--- config.mk ---
export PLATFORM = sky130hd
export DESIGN_NAME = teq_cell
export DESIGN_NICKNAME = d
export VERILOG_FILES = /design/src/teq_pkg.sv /design/src/teq_cell.sv
export SDC_FILE = /design/constraint.sdc
export NUM_CORES = 1
export LEC_CHECK = 0
export BUFFER_PORTS_ARGS = -buffer_cell sky130_fd_sc_hd__buf_4
export CORE_ASPECT_RATIO = 1.75
export CORE_UTILIZATION = 42
export DETAILED_ROUTE_END_ITERATION = 6
export PLACE_DENSITY_LB_ADDON = 0.2
export SLEW_MARGIN = 20
export SYNTH_ARGS = -nofsm -noshare
export SYNTH_HDL_FRONTEND = slang
export SYNTH_SLANG_ARGS = --single-unit
--- constraint.sdc ---
create_clock -name clk -period 2.5 [get_ports clk]
set_clock_uncertainty 0.1 [all_clocks]
set_input_delay 0.125 -clock clk [delete_from_list [all_inputs] [get_ports clk]]
set_output_delay 0.125 -clock clk [all_outputs]
set_load 0.005 [all_outputs]
--- src/teq_pkg.sv ---
package teq_pkg;

  localparam int ACTION_W    = 2;
  localparam int ID_W        = 16;
  localparam int TIME_W      = 48;
  localparam int STATUS_W    = 3;
  localparam int TOTAL_W     = 32;
  localparam int MAX_RESULTS = 32;
  localparam int RUN_W       = $clog2(MAX_RESULTS + 1);

  typedef enum logic [ACTION_W-1:0] {
    ACT_INSERT = 2'd0,
    ACT_CANCEL = 2'd1,
    ACT_TICK   = 2'd2,
    ACT_NOP    = 2'd3
  } teq_action_t;

  typedef enum logic [STATUS_W-1:0] {
    ST_ACCEPTED  = 3'd0,
    ST_FULL      = 3'd1,
    ST_NOT_FOUND = 3'd2,
    ST_FIRED     = 3'd3,
    ST_NONE_DUE  = 3'd4
  } teq_status_t;

  // per-cell write strobes from the controller
  typedef struct packed {
    logic load;
    logic set_canc;
    logic clr_canc;
  } teq_cell_ctl_t;

endpackage

--- src/teq_cell.sv ---
module teq_cell #(
  parameter int TIME_BITS = 48,
  parameter int ID_BITS   = 16,
  parameter int IDX_W     = 5,
  parameter int CELL_IDX  = 0
) (
  input  logic                  clk,
  input  logic                  rst_n,
  input  teq_pkg::teq_cell_ctl_t ctl,
  input  logic                  occ,
  input  logic [TIME_BITS-1:0]  wr_exp,
  input  logic [ID_BITS-1:0]    wr_id,
  input  logic                  wr_canc,
  output logic [TIME_BITS-1:0]  exp_o,
  output logic [ID_BITS-1:0]    id_o,
  output logic                  canc_o,
  input  logic                  tin_vld,
  input  logic [TIME_BITS-1:0]  tin_exp,
  input  logic [ID_BITS-1:0]    tin_id,
  input  logic [IDX_W-1:0]      tin_idx,
  output logic                  tout_vld,
  output logic [TIME_BITS-1:0]  tout_exp,
  output logic [ID_BITS-1:0]    tout_id,
  output logic [IDX_W-1:0]      tout_idx
);

  logic [TIME_BITS-1:0] exp_r;
  logic [ID_BITS-1:0]   id_r;
  logic                 canc_r;
  logic                 canc_nxt;
  logic                 tok_vld_r;
  logic [TIME_BITS-1:0] tok_exp_r;
  logic [ID_BITS-1:0]   tok_id_r;
  logic [IDX_W-1:0]     tok_idx_r;
  logic                 take;

  // clear beats load: a slot that moves onto itself ends up live
  always_comb begin
    canc_nxt = canc_r;
    if (ctl.set_canc) canc_nxt = 1'b1;
    if (ctl.load)     canc_nxt = wr_canc;
    if (ctl.clr_canc) canc_nxt = 1'b0;
  end

  // keep the earlier cell on a full tie
  assign take = occ && !canc_r &&
                (!tin_vld || (exp_r < tin_exp) || ((exp_r == tin_exp) && (id_r < tin_id)));

  always_ff @(posedge clk) begin
    if (ctl.load) begin
      exp_r <= wr_exp;
      id_r  <= wr_id;
    end
    if (take) begin
      tok_exp_r <= exp_r;
      tok_id_r  <= id_r;
      tok_idx_r <= IDX_W'(CELL_IDX);
    end else begin
      tok_exp_r <= tin_exp;
      tok_id_r  <= tin_id;
      tok_idx_r <= tin_idx;
    end
    if (!rst_n) begin
      canc_r    <= 1'b0;
      tok_vld_r <= 1'b0;
    end else begin
      canc_r    <= canc_nxt;
      tok_vld_r <= take || tin_vld;
    end
  end

  assign exp_o    = exp_r;
  assign id_o     = id_r;
  assign canc_o   = canc_r;
  assign tout_vld = tok_vld_r;
  assign tout_exp = tok_exp_r;
  assign tout_id  = tok_id_r;
  assign tout_idx = tok_idx_r;

endmodule

# Word-level counts from Yosys, hierarchy flattened
# Index checks and enable logic that the tools add are counted.
[classes] n_bitwise=1 n_mux=4 n_reduce_logical=10 n_lt_le_gt_ge=2 n_eq_ne=1
[ops] op="48-bit == test" count=1
[ops] op="48-bit less-than comparator" count=1
[ops] op="48-bit 2-to-1 mux" count=1
[ops] op="16-bit less-than comparator" count=1
[ops] op="16-bit 2-to-1 mux" count=1
[ops] op="1-bit logical AND" count=3
[ops] op="1-bit logical OR" count=3
[ops] op="1-bit zero test" count=2
[ops] op="1-bit 2-to-1 mux" count=2
[ops] op="2-bit nonzero test" count=1
[ops] op="2-bit OR reduction" count=1
[ops] op="1-bit NOT" count=1
[word_totals] register_bits=135 elab_cells=25 input_bits=141 output_inout_bits=135

# Longest topological paths before layout
# Gate-level depths: netlist of the first run.
[depth] depth_word=5 ltp_mapped=11 depth_no_buf=9

# Worst setup path after synthesis of the first run
# OpenSTA, ideal clock, no wires.
[synth_path] path_type="reg2reg" from="register exp_r[38], in the netlist exp_o[38]" to="register tok_exp_r[42], in the netlist tout_exp[42]" slack_ns=-0.145 path_stages_with_launch=11 arrival_ns=2.424 n_path_buf=2 setup_time_ns=0.121 synth_period_minus_slack_ns=2.645 required_ns=2.279 cell_sequence="edfxtp_1 -> ha_1 -> a21oi_1 -> nand2_1 -> a221o_1 -> a22oi_1 -> nand3_1 -> o21ai_2 -> buf_8 -> buf_12 -> mux2_4"
[synth_via] elab_chain_cells=5 elab_cells_between_ends=7 cone_classes="order compare (1); eq/ne (1); mux (1); reduce/logical (4)"
[synth_rtl] element="start: declaration" line="teq_cell.sv:27" text="logic [TIME_BITS-1:0] exp_r;"
[synth_rtl] element="start signal: assignment" line="teq_cell.sv:51" text="exp_r <= wr_exp;"
[synth_rtl] element="48-bit less-than comparator / 48-bit == test (equally long branches)" line="teq_cell.sv:47" text="(!tin_vld || (exp_r < tin_exp) || ((exp_r == tin_exp) && (id_r < tin_id)));"
[synth_rtl] element="1-bit logical OR / 1-bit logical AND (equally long branches)" line="teq_cell.sv:47"
[synth_rtl] element="1-bit logical OR (*)" line="teq_cell.sv:47"
[synth_rtl] element="1-bit logical AND (*)" line="teq_cell.sv:46" text="assign take = occ && !canc_r &&"
[synth_rtl] element="48-bit 2-to-1 mux (*)" line="teq_cell.sv:54" text="if (take) begin"
[synth_rtl] element="end signal: assignment" line="teq_cell.sv:55" text="tok_exp_r <= exp_r;"
[synth_rtl] element="end signal: assignment" line="teq_cell.sv:59" text="tok_exp_r <= tin_exp;"
[synth_rtl] element="end: declaration" line="teq_cell.sv:32" text="logic [TIME_BITS-1:0] tok_exp_r;"
# Every way passes the cells marked *; elsewhere a longest branch is shown, timed or not.
# A chain may end at the register's enable or synchronous reset.

# Worst setup path after layout of the first run
[layout_path] from="register exp_r[15], in the netlist exp_o[15]" to="register tok_exp_r[14], in the netlist tout_exp[14]"
# The elaborated chain is that of the path after synthesis.

==> results of run 1 <==
[cells in the final DEF, fill, tap and decap left out, drive strengths merged, types with 3 or more instances in the layout]
cell,synthesis,final
a21o,3,3
a21oi,26,26
and4,4,4
buf,7,358
clkbuf,0,25
clkinv,0,5
dfxtp,71,71
dlygate4sd3,0,137
edfxtp,64,64
ha,63,63
inv,70,72
mux2,64,64
nand2,13,13
nand3,7,7
nand4,8,8
nor2,14,14
nor3,3,3
o21ai,7,7
[metal layers]
layer	up-vias	wire length [um]	GRT usage [%]
met4	0	1070	20.9
met3	69	972	5.91
li1	2610	-	-
met2	249	12200	56.1
met1	2667	7170	25.4
met5	-	0	0
[cells by family (layout without fill, tap and decap cells)]
kind of cell             after synthesis  after routing  share of synthesized area, %
AO/OA/AOI/OAI                         51             51                          5.37
adder cells (fa/ha/maj)               63             63                          13.5
buffers and inverters                 77            597                          5.93
flip-flops                           135            135                          57.2
multiplexers                          64             64                          12.6
other                                  0              2                             0
AND/OR/NAND/NOR                       58             58                          5.37
[report_power, final]
group          total [mW]  switching, mW  internal [mW]  leakage (nW)
logic                1.62          0.609           1.01          3.75
registers            2.67          0.114           2.56          1.22
clock network        2.56          0.988           1.57         0.304
[final cells by class]
| cell class | instances | area [um^2] |
|---|---|---|
| diodes | 2 | 5.00 |
| clock buffers | 25 | 562 |
| clock inverters | 7 | 51.3 |
| fillers | 724 | 2520 |
| inverters | 70 | 263 |
| multi-input cells | 236 | 2410 |
| flip-flops and latches | 135 | 3340 |
| well taps | 174 | 218 |
| repair buffers | 495 | 4150 |
[how the worst max path moves through the flow]
stage                    from      endpoint  cells past startpoint
floorplan           exp_o[19]  tout_exp[42]                     10
global placement    exp_o[45]    tout_id[1]                      9
detailed placement  exp_o[45]   tout_exp[9]                      9
CTS                 exp_o[17]    tout_id[6]                     11
global route        exp_o[14]  tout_exp[14]                     11
finish              exp_o[15]  tout_exp[14]                     11
[synth_stat cells (all sizes together)]
| master | instances |
|---|---|
| o211ai | 1 |
| a2111oi | 2 |
| nand4 | 8 |
| a22oi | 2 |
| a31oi | 1 |
| o21ai | 7 |
| nor2b | 2 |
| inv | 70 |
| nor4 | 2 |
| nor2 | 14 |
| nand2 | 13 |
| buf | 7 |
| and4bb | 1 |
| mux2 | 64 |
| and4 | 4 |
| a311oi | 1 |
| ha | 63 |
| o41ai | 1 |
| nor3b | 1 |
| o31ai | 1 |
| o21a | 1 |
| edfxtp | 64 |
| nor3 | 3 |
| a21o | 3 |
| nand3b | 1 |
| nand3 | 7 |
| a21boi | 2 |
| o21bai | 1 |
| a221o | 2 |
| a21oi | 26 |
| dfxtp | 71 |
| nand2b | 2 |
[what timing repair did]
item,CTS,global route
cloned,3,0
pin swaps,3,12
endpoints found under the setup margin,69,69
endpoints found under the hold margin,135,0
resized for setup,11,44
setup buffers,6,12
hold buffers,137,0
[critical path: stages (launching register included)]
cell and delay, ps:
edfxtp_1 460, ha_4 320, nand4_1 160, nor4_4 270
buf_4 160, o211ai_1 100, a311oi_2 290, a21oi_2 150
o21ai_4 90, buf_12 160, buf_12 170, mux2_2 360
[sequential cells by signal (all words and copies together) (netlist names)]
| signal | cells |
|---|---|
| exp_o | 48 |
| tout_exp | 48 |
| tout_vld | 1 |
| tout_id | 16 |
| id_o | 16 |
| tout_idx | 5 |
| canc_o | 1 |
==> results by group, run 1 <==
Logic synthesis
  • Area fraction of the dominant cell type after synthesis: 32.9%
  • Sequential fraction of the synthesis area: 57.2%
  • Synth warn: 0
  • Register bit count reported by yosys: 135
  • Largest area contributor in the netlist: edfxtp_1
  • Synth unique cells: 40
  • Synth Instances: 448
  • Syn avg cell area: 13.0 um^2
  • Synthesized area: 5850 um^2
  • Synth area leaders: edfxtp_1, dfxtp_1, ha_1
  • Syn nets: 652

Setup path
  • Crit Path Class: flop to flop
  • Crit Path Max Fanout: 15
  • CP Capture Type: flop
  • Worst r2r src: exp_o[15]
  • R2R Setup Slk: -420 ps
  • Critical Path RT: 2710 ps
  • WP data arrival: 3130 ps
  • FF-to-FF path depth: 11
  • Crit path launch type: flop
  • Worst r2r dst: tout_exp[14]

Detailed routing
  • Vias per cell: 4.89
  • Via count: 5595
  • Drt pass-1 iters: 4
  • Drt drc: 0
  • Final WL: 21400 um
  • Routed Antenna Nets: 0
  • Initial DRC Count: 202
  • DR WL/cell: 18.7 um

Clock tree
  • Clock Root Buffer: clkbuf_16
  • Clk_lat worst skew: 420 ps
  • # clock sinks: 135
  • Clock slew at reported path FFs: 60 ps
  • H-tree depth reported by CTS: 4
  • Cts bufs inserted: 17
  • Clock Path Buffers: 2
  • CTS tree: yes

Final layout
  • Layout cells sized above 1: 48.6%
  • Layout Cells excl Fill: 1144
  • Area grow syn2layout: 88.1%
  • NumNets Final: 1159
  • Final Util: 81.3%
  • Cell area after layout: 11000 um^2

Power and ir drop
  • Overall power consumption: 6.85 mW
  • LEAKAGE: 5.28 nW
  • Peak VDD IR: 0.540 mV
  • Power density over the cells: 623 nW/um^2

Timing
  • Worst-margin pin slew: 515 ps
  • Setup slack after layout: -419 ps
  • RSZ-0062 raised after global routing: true
  • Period minus WS final: 2920 ps
  • Fmax: 343 MHz
  • Final setup fails: 69
  • Final Cycle Share: 117%
  • Setup_tns: -24790 ps
  • Worst hold slack: 104 ps
  • Relative slew slack: 65.7%
  • Final hold vios: 0
  • Max-slew violations: 0

Floorplanning
  • Die height: 158 um
  • Row cnt: 56
  • Starting Density: 43.2%
  • Die area: 14400 um^2
  • Die Wd: 91.2 um
  • Boundary pin count: 276
  • Core box area: 13500 um^2

Worst hold path
  • Worst Hold Class: input pin to flop
  • Hold path endpoint: exp_o[15]
  • HP Start: ctl[2]
  • WHS Path Cells: 1

GRT
  • Initial antenna violation count: 1
  • First-pass GRT wire length: 30800 um
  • Largest net degree at the start of global routing: 35
  • Total GRT Usage: 28.6%
  • Total gr overflow: 0
  • Number of global-route vias before repair: 6194

Placement
  • Cells after DPL: 958
  • HPWL after DPL: 13000 um
  • GPL Wtd Cong: 0.810
  • Worst slack at placement: -471 ps
  • Number of port buffers: 275
  • Post-place instance area: 8610 um^2

Run status
  • Failing checks: negative setup slack
  • Status: finished with violations

Flow run
  • Max_cap viols: 0
Power figures use the tool's default switching activity.
==> inputs of run 2 (changes only) <==
--- a/config.mk
+++ b/config.mk
@@ -7,9 +7,9 @@
 export LEC_CHECK = 0
 export BUFFER_PORTS_ARGS = -buffer_cell sky130_fd_sc_hd__buf_4
 export CORE_ASPECT_RATIO = 1.75
-export CORE_UTILIZATION = 42
+export CORE_UTILIZATION = 47
 export DETAILED_ROUTE_END_ITERATION = 6
-export PLACE_DENSITY_LB_ADDON = 0.2
+export PLACE_DENSITY = 0.81
 export SLEW_MARGIN = 20
 export SYNTH_ARGS = -nofsm -noshare
 export SYNTH_HDL_FRONTEND = slang
==> constraint.sdc (replaced) <==
create_clock -name clk -period 2.85 [get_ports clk]
set_clock_uncertainty 0.1 [all_clocks]
set_input_delay 0.1425 -clock clk [delete_from_list [all_inputs] [get_ports clk]]
set_output_delay 0.1425 -clock clk [all_outputs]
set_load 0.005 [all_outputs]
==> run 2 against run 1 <==
Compared with the run above: the flow still finishes with violations (negative setup slack); die area shrank 10%; cell count shrank 4.1%; critical path depth shrank 1; power shrank 8.0%; design area shrank 0.78%; combinational power shrank 6%; non-clock buffer count shrank 36; global-route usage grew 4.8 points; via count grew 5.8%; sequential cell count is the same; setup slack gained 350 ps; sequential share of layout area grew 0.24 points; largest cell class unchanged; highest routed layer unchanged.
==> results by group, run 2 (synthesized netlist as in run 1, its figures left out) <==
Run status
  • Status: finished with violations
  • Failing checks: negative setup slack

Placement
  • Number of port buffers: 275
  • HPWL after DPL: 12600 um
  • GPL Wtd Cong: 0.836
  • Post-place instance area: 8120 um^2

Clock tree
  • Clock Path Buffers: 2
  • Clk_lat worst skew: 420 ps
  • # clock sinks: 135
  • CTS tree: yes
  • Cts bufs inserted: 17
  • H-tree depth reported by CTS: 4
  • Clock Root Buffer: clkbuf_16
  • Clock slew at reported path FFs: 70 ps

Setup path
  • CP Capture Type: flop
  • WP data arrival: 3120 ps
  • Slowest-stage cell, CP: edfxtp_1
  • Crit path launch type: flop
  • FF-to-FF path depth: 10
  • Critical Path RT: 3050 ps
  • R2R Setup Slk: -70 ps
  • Critical path, cell by cell: ha_1, a21oi_1, o21ai_1, a221o_1, a22oi_2, nand3_2, o21ai_4, buf_8, clkbuf_16, mux2_2
  • Worst r2r dst: tout_exp[34]
  • Crit Path Class: flop to flop
  • Max incr delay on CP: 420 ps
  • Crit Path Max Fanout: 4
  • Worst r2r src: exp_o[25]

Final layout
  • Commonest non-fill, non-tap cell in the layout: buf_4
  • Ant. Diodes: 0
  • NumNets Final: 1123
  • Area grow syn2layout: 86.7%
  • Final Util: 90.4%
  • Fillcell total: 477
  • Layout cells sized above 1: 46.9%
  • Cell area after layout: 10900 um^2
  • Most frequent cells in the layout: buf_4, dlygate4sd3_1, dfxtp_1, inv_1, edfxtp_1
  • Multi-input logic area: 2500 um^2
  • Reg area: 3340 um^2

Timing
  • Final Cycle Share: 102%
  • Setup slack after layout: -67.4 ps
  • RSZ-0062 raised after global routing: true
  • Max-slew violations: 0
  • Worst-margin pin slew: 961 ps
  • Fmax: 343 MHz
  • Final hold vios: 0
  • Final setup fails: 64
  • Period minus WS final: 2920 ps
  • Worst hold slack: 294 ps
  • Relative slew slack: 36.0%

Detailed routing
  • Via count: 5917
  • Vias per cell: 5.39
  • Drt drc: 0
  • Drt pass-1 iters: 5
  • Routed Antenna Nets: 0
  • DR WL/cell: 23.4 um
  • Initial DRC Count: 266
  • Final WL: 25700 um

Power and ir drop
  • Peak VDD IR: 0.500 mV
  • Net switching power figure: 1.64 mW
  • P_int: 4.66 mW
  • Clock power share: 38.1%
  • Net Sw Frac: 26.1%
  • Seq pwr share: 37.6%
  • Logic pwr share: 24.2%
  • LEAKAGE: 5.24 nW
  • Power density over the cells: 578 nW/um^2

GRT
  • Total gr overflow: 0
  • First-pass GRT wire length: 31500 um
  • Largest net degree at the start of global routing: 67
  • Total GRT Usage: 33.5%
  • Number of global-route vias before repair: 6282
  • Initial antenna violation count: 0

Floorplanning
  • Die area: 12900 um^2
  • Die Wd: 86.3 um
  • Row cnt: 53
  • Core box area: 12100 um^2
  • Boundary pin count: 276
  • Die height: 150 um
  • Starting Density: 48.4%

Worst hold path
  • WHS Path Cells: 1
  • Hold path endpoint: id_o[7]
  • Worst Hold Class: input pin to flop
  • HP Start: ctl[2]

Flow run
  • Max_cap viols: 0
## run 2: changes by cell type in the layout (fill, tap and decap cells not counted), sizes merged
cell / previous run / this run
buf: 358 / 317
bufinv: 0 / 4
clkinvlp: 0 / 3
clkbuf: 25 / 23
clkinv: 5 / 3
diode: 2 / 0
inv: 72 / 74
## run 2: power by group through the flow
stage | Combinational, mW | Sequential [mW] | Clock [mW]
finish | 1.53 | 2.37 | 2.40
global route | 1.59 | 2.38 | 2.48
CTS | 1.24 | 2.35 | 2.37
detailed placement | 0.991 | 2.39 | 0
global placement | 0.957 | 2.38 | 0
floorplan | 0.387 | 2.39 | 0
## run 2: worst max-delay path by stage
stage | from | endpoint | slack (ps) | cells past startpoint
after CTS | exp_o[45] | tout_id[2] | 30 | 10
after detailed placement | exp_o[38] | tout_id[11] | -50 | 9
final | exp_o[25] | tout_exp[34] | -70 | 10
after floorplan | exp_o[38] | tout_exp[42] | 210 | 10
after global placement | exp_o[17] | tout_id[10] | -3 | 10
after global routing | exp_o[20] | tout_exp[34] | -170 | 11
## run 2: worst max-delay path: cells and delay by family, from the launching register on
family                   cells  cell delay, ps
adder cells (fa/ha/maj)      1             340
flip-flops                   1             420
AND/OR/NAND/NOR              1             130
buffers and inverters        2             340
multiplexers                 1             330
AO/OA/AOI/OAI                5            1120
## run 2: metrics by stage
stage,std cells,power [mW],setup TNS (ps),setup slack [ps]
4_1_cts,1082,5.96,0,29.6
2_1_floorplan,448,2.78,0,205
3_3_place_gp,890,3.34,-25.6,-3.31
3_5_place_dp,890,3.38,-467,-46.9
5_1_grt,1097,6.46,-9150,-171
6_report,1097,6.30,-1790,-67.4
## run 2: what timing repair did
item | in CTS | in global routing
gates cloned | 2 | 5
endpoints found under the hold margin | 135 | 0
endpoints found under the setup margin | 60 | 64
hold buffers | 137 | 0
setup buffers | 21 | 10
pin swaps | 11 | 10
gates resized for setup | 13 | 64
## run 2: layout make-up
type / count / share of cell area, %
multi-input combinational: 236 / 22.9
clock inverter: 14 / 1.79
timing repair buffer: 459 / 36.4
tap: 165 / 1.89
sequential: 135 / 30.6
clock buffer: 18 / 4.02
inverter: 70 / 2.41
## run 2: metal layers
metal	routed length (um)	track usage (%)
met5	0	0
met3	1810	7.72
met4	1880	22.3
met2	14100	64.9
met1	7910	29.5
==> inputs of run 3 (changes only) <==
--- a/config.mk
+++ b/config.mk
@@ -5,7 +5,7 @@
 export SDC_FILE = /design/constraint.sdc
 export NUM_CORES = 1
 export LEC_CHECK = 0
-export BUFFER_PORTS_ARGS = -buffer_cell sky130_fd_sc_hd__buf_4
+export BUFFER_PORTS_ARGS = -buffer_cell sky130_fd_sc_hd__buf_2
 export CORE_ASPECT_RATIO = 1.75
 export CORE_UTILIZATION = 47
 export DETAILED_ROUTE_END_ITERATION = 6
==> run 3 against run 2 <==
Compared with the run above: the flow still finishes with violations (negative setup slack); cell count down 0.82%; largest cell class is now registers; sequential power barely moved; setup slack got worse by 25 ps; critical path depth increased by 1.
==> results by group, run 3 (synthesized netlist as in run 1, its figures left out) <==
Run status
  • Status: finished with violations
  • Failing checks: negative setup slack

Flow run
  • Max_cap viols: 0

Setup path
  • CP Capture Type: flop
  • Worst r2r src: exp_o[33]
  • Crit Path Class: flop to flop
  • Crit path launch type: flop
  • Crit Path Max Fanout: 5
  • Worst Path Buf+Inv: 3
  • CP endpoint: tout_exp[40]
  • Critical Path RT: 3040 ps
  • Slowest-stage cell, CP: edfxtp_1
  • Most used cell, CP: buf_12
  • Setup crit start: exp_o[33]
  • Max incr delay on CP: 440 ps
  • Worst r2r dst: tout_exp[40]
  • CP top delay family: compound AO/OA/AOI/OAI gates
  • WP data arrival: 3130 ps
  • R2R Setup Slk: -90 ps
  • FF-to-FF path depth: 11
  • Critical Path Stages: 11
  • Critical path, cell by cell: ha_1, a21oi_1, o21ai_0, a221o_1, a22oi_2, nand3_2, o21ai_4, buf_12, buf_12, buf_16, mux2_2

Detailed routing
  • Drt drc: 0
  • Via count: 5682
  • Drt pass-1 iters: 5
  • Vias per cell: 5.22
  • DR WL/cell: 20.8 um
  • Routed Antenna Nets: 0
  • Final WL: 22600 um
  • Initial DRC Count: 213

Placement
  • Worst slack at placement: -64.3 ps
  • Post-place instance area: 7460 um^2
  • Number of port buffers: 275
  • GPL Wtd Cong: 0.862
  • HPWL after DPL: 12100 um

Clock tree
  • Cts bufs inserted: 17
  • H-tree depth reported by CTS: 4
  • Clk_lat worst skew: 410 ps
  • CTS tree: yes
  • Clock slew at reported path FFs: 70 ps
  • # clock sinks: 135
  • Clock Path Buffers: 2
  • Clock Root Buffer: clkbuf_16

Power and ir drop
  • Power density over the cells: 567 nW/um^2
  • Peak VDD IR: 0.378 mV
  • LEAKAGE: 4.99 nW

Floorplanning
  • Core box area: 12100 um^2
  • Die height: 150 um
  • Boundary pin count: 276
  • Starting Density: 48.4%
  • Die Wd: 86.3 um
  • Die area: 12900 um^2
  • Row cnt: 53

GRT
  • Largest net degree at the start of global routing: 41
  • Initial antenna violation count: 0
  • Total GRT Usage: 32.0%
  • Total gr overflow: 0
  • Number of global-route vias before repair: 6126
  • First-pass GRT wire length: 30400 um

Worst hold path
  • Worst Hold Class: input pin to flop

Final layout
  • Commonest non-fill, non-tap cell in the layout: buf_2
  • Cell area after layout: 10100 um^2
  • Most frequent cells in the layout: buf_2, dlygate4sd3_1, dfxtp_1, inv_1, edfxtp_1
  • Layout cells sized above 1: 45.9%
  • Fillcell total: 588
  • Ant. Diodes: 0
  • NumNets Final: 1114
  • Reg area: 3340 um^2
  • Multi-input logic area: 2470 um^2
  • Area grow syn2layout: 72.6%

Timing
  • Fmax: 340 MHz
  • Final Cycle Share: 103%
  • Setup slack after layout: -92.7 ps
  • Relative slew slack: 52.0%
  • Final hold vios: 0
  • Worst hold slack: 231 ps
  • RSZ-0062 raised after global routing: true
  • Final setup fails: 57
  • Period minus WS final: 2940 ps
  • Max-slew violations: 0
  • Worst-margin pin slew: 720 ps
==> run 3: cell count changes in the layout (fill, tap and decap cells not counted), sizes merged <==
| cell | delta |
|---|---|
| inv | +2 |
| buf | -9 |
| clkinvlp | -2 |
| bufinv | -4 |
| clkinv | +4 |
==> run 3: worst min-delay path by stage <==
stage            from  cells past startpoint  endpoint
2_1_floorplan  ctl[0]                      1    canc_o
3_3_place_gp   ctl[0]                      2    canc_o
3_5_place_dp   ctl[0]                      2    canc_o
4_1_cts        ctl[2]                      1  id_o[12]
5_1_grt        ctl[2]                      1   id_o[7]
6_report       ctl[2]                      1  id_o[12]
==> run 3: metal layers <==
metal / GRT usage (%) / up-vias / part of all wire (%)
met3: 7.45 / 128 / 5.7
met2: 61.3 / 330 / 56
li1: - / 2524 / -
met4: 23.3 / 0 / 6.9
met5: 0 / - / 0
met1: 27.9 / 2700 / 32
==> run 3: final cells by class <==
type / instances / share of cell area, %
Timing Repair Buffer: 450 / 32.3
Inverter: 70 / 2.60
Multi-Input combinational cell: 236 / 24.5
Clock inverter: 14 / 1.15
Clock buffer: 18 / 4.25
Tap cell: 165 / 2.05
Sequential cell: 135 / 33.1
==> run 3: stage by stage <==
step | utilization [%] | power [mW] | std cells | TNS (ps)
global placement | 61.8 | 3.18 | 892 | 0
CTS | 79.8 | 5.46 | 1077 | 0
global route | 83.6 | 5.90 | 1088 | -9750
floorplan | - | 2.78 | 448 | 0
finish | 83.6 | 5.72 | 1088 | -2900
detailed placement | 61.8 | 3.22 | 892 | -1680
==> run 3: what timing repair did <==
item	4_1_cts	5_1_grt
endpoints found under the setup margin	64	68
endpoints found under the hold margin	135	0
cloned	2	6
buffers inserted	14	5
hold buffers	137	0
pin swaps	10	3
resized for setup	12	69
==> run 3: power by group <==
group	switching, mW	internal, mW	total, mW
combinational	0.559	0.761	1.32
sequential	0.115	2.24	2.36
clock	0.901	1.14	2.04
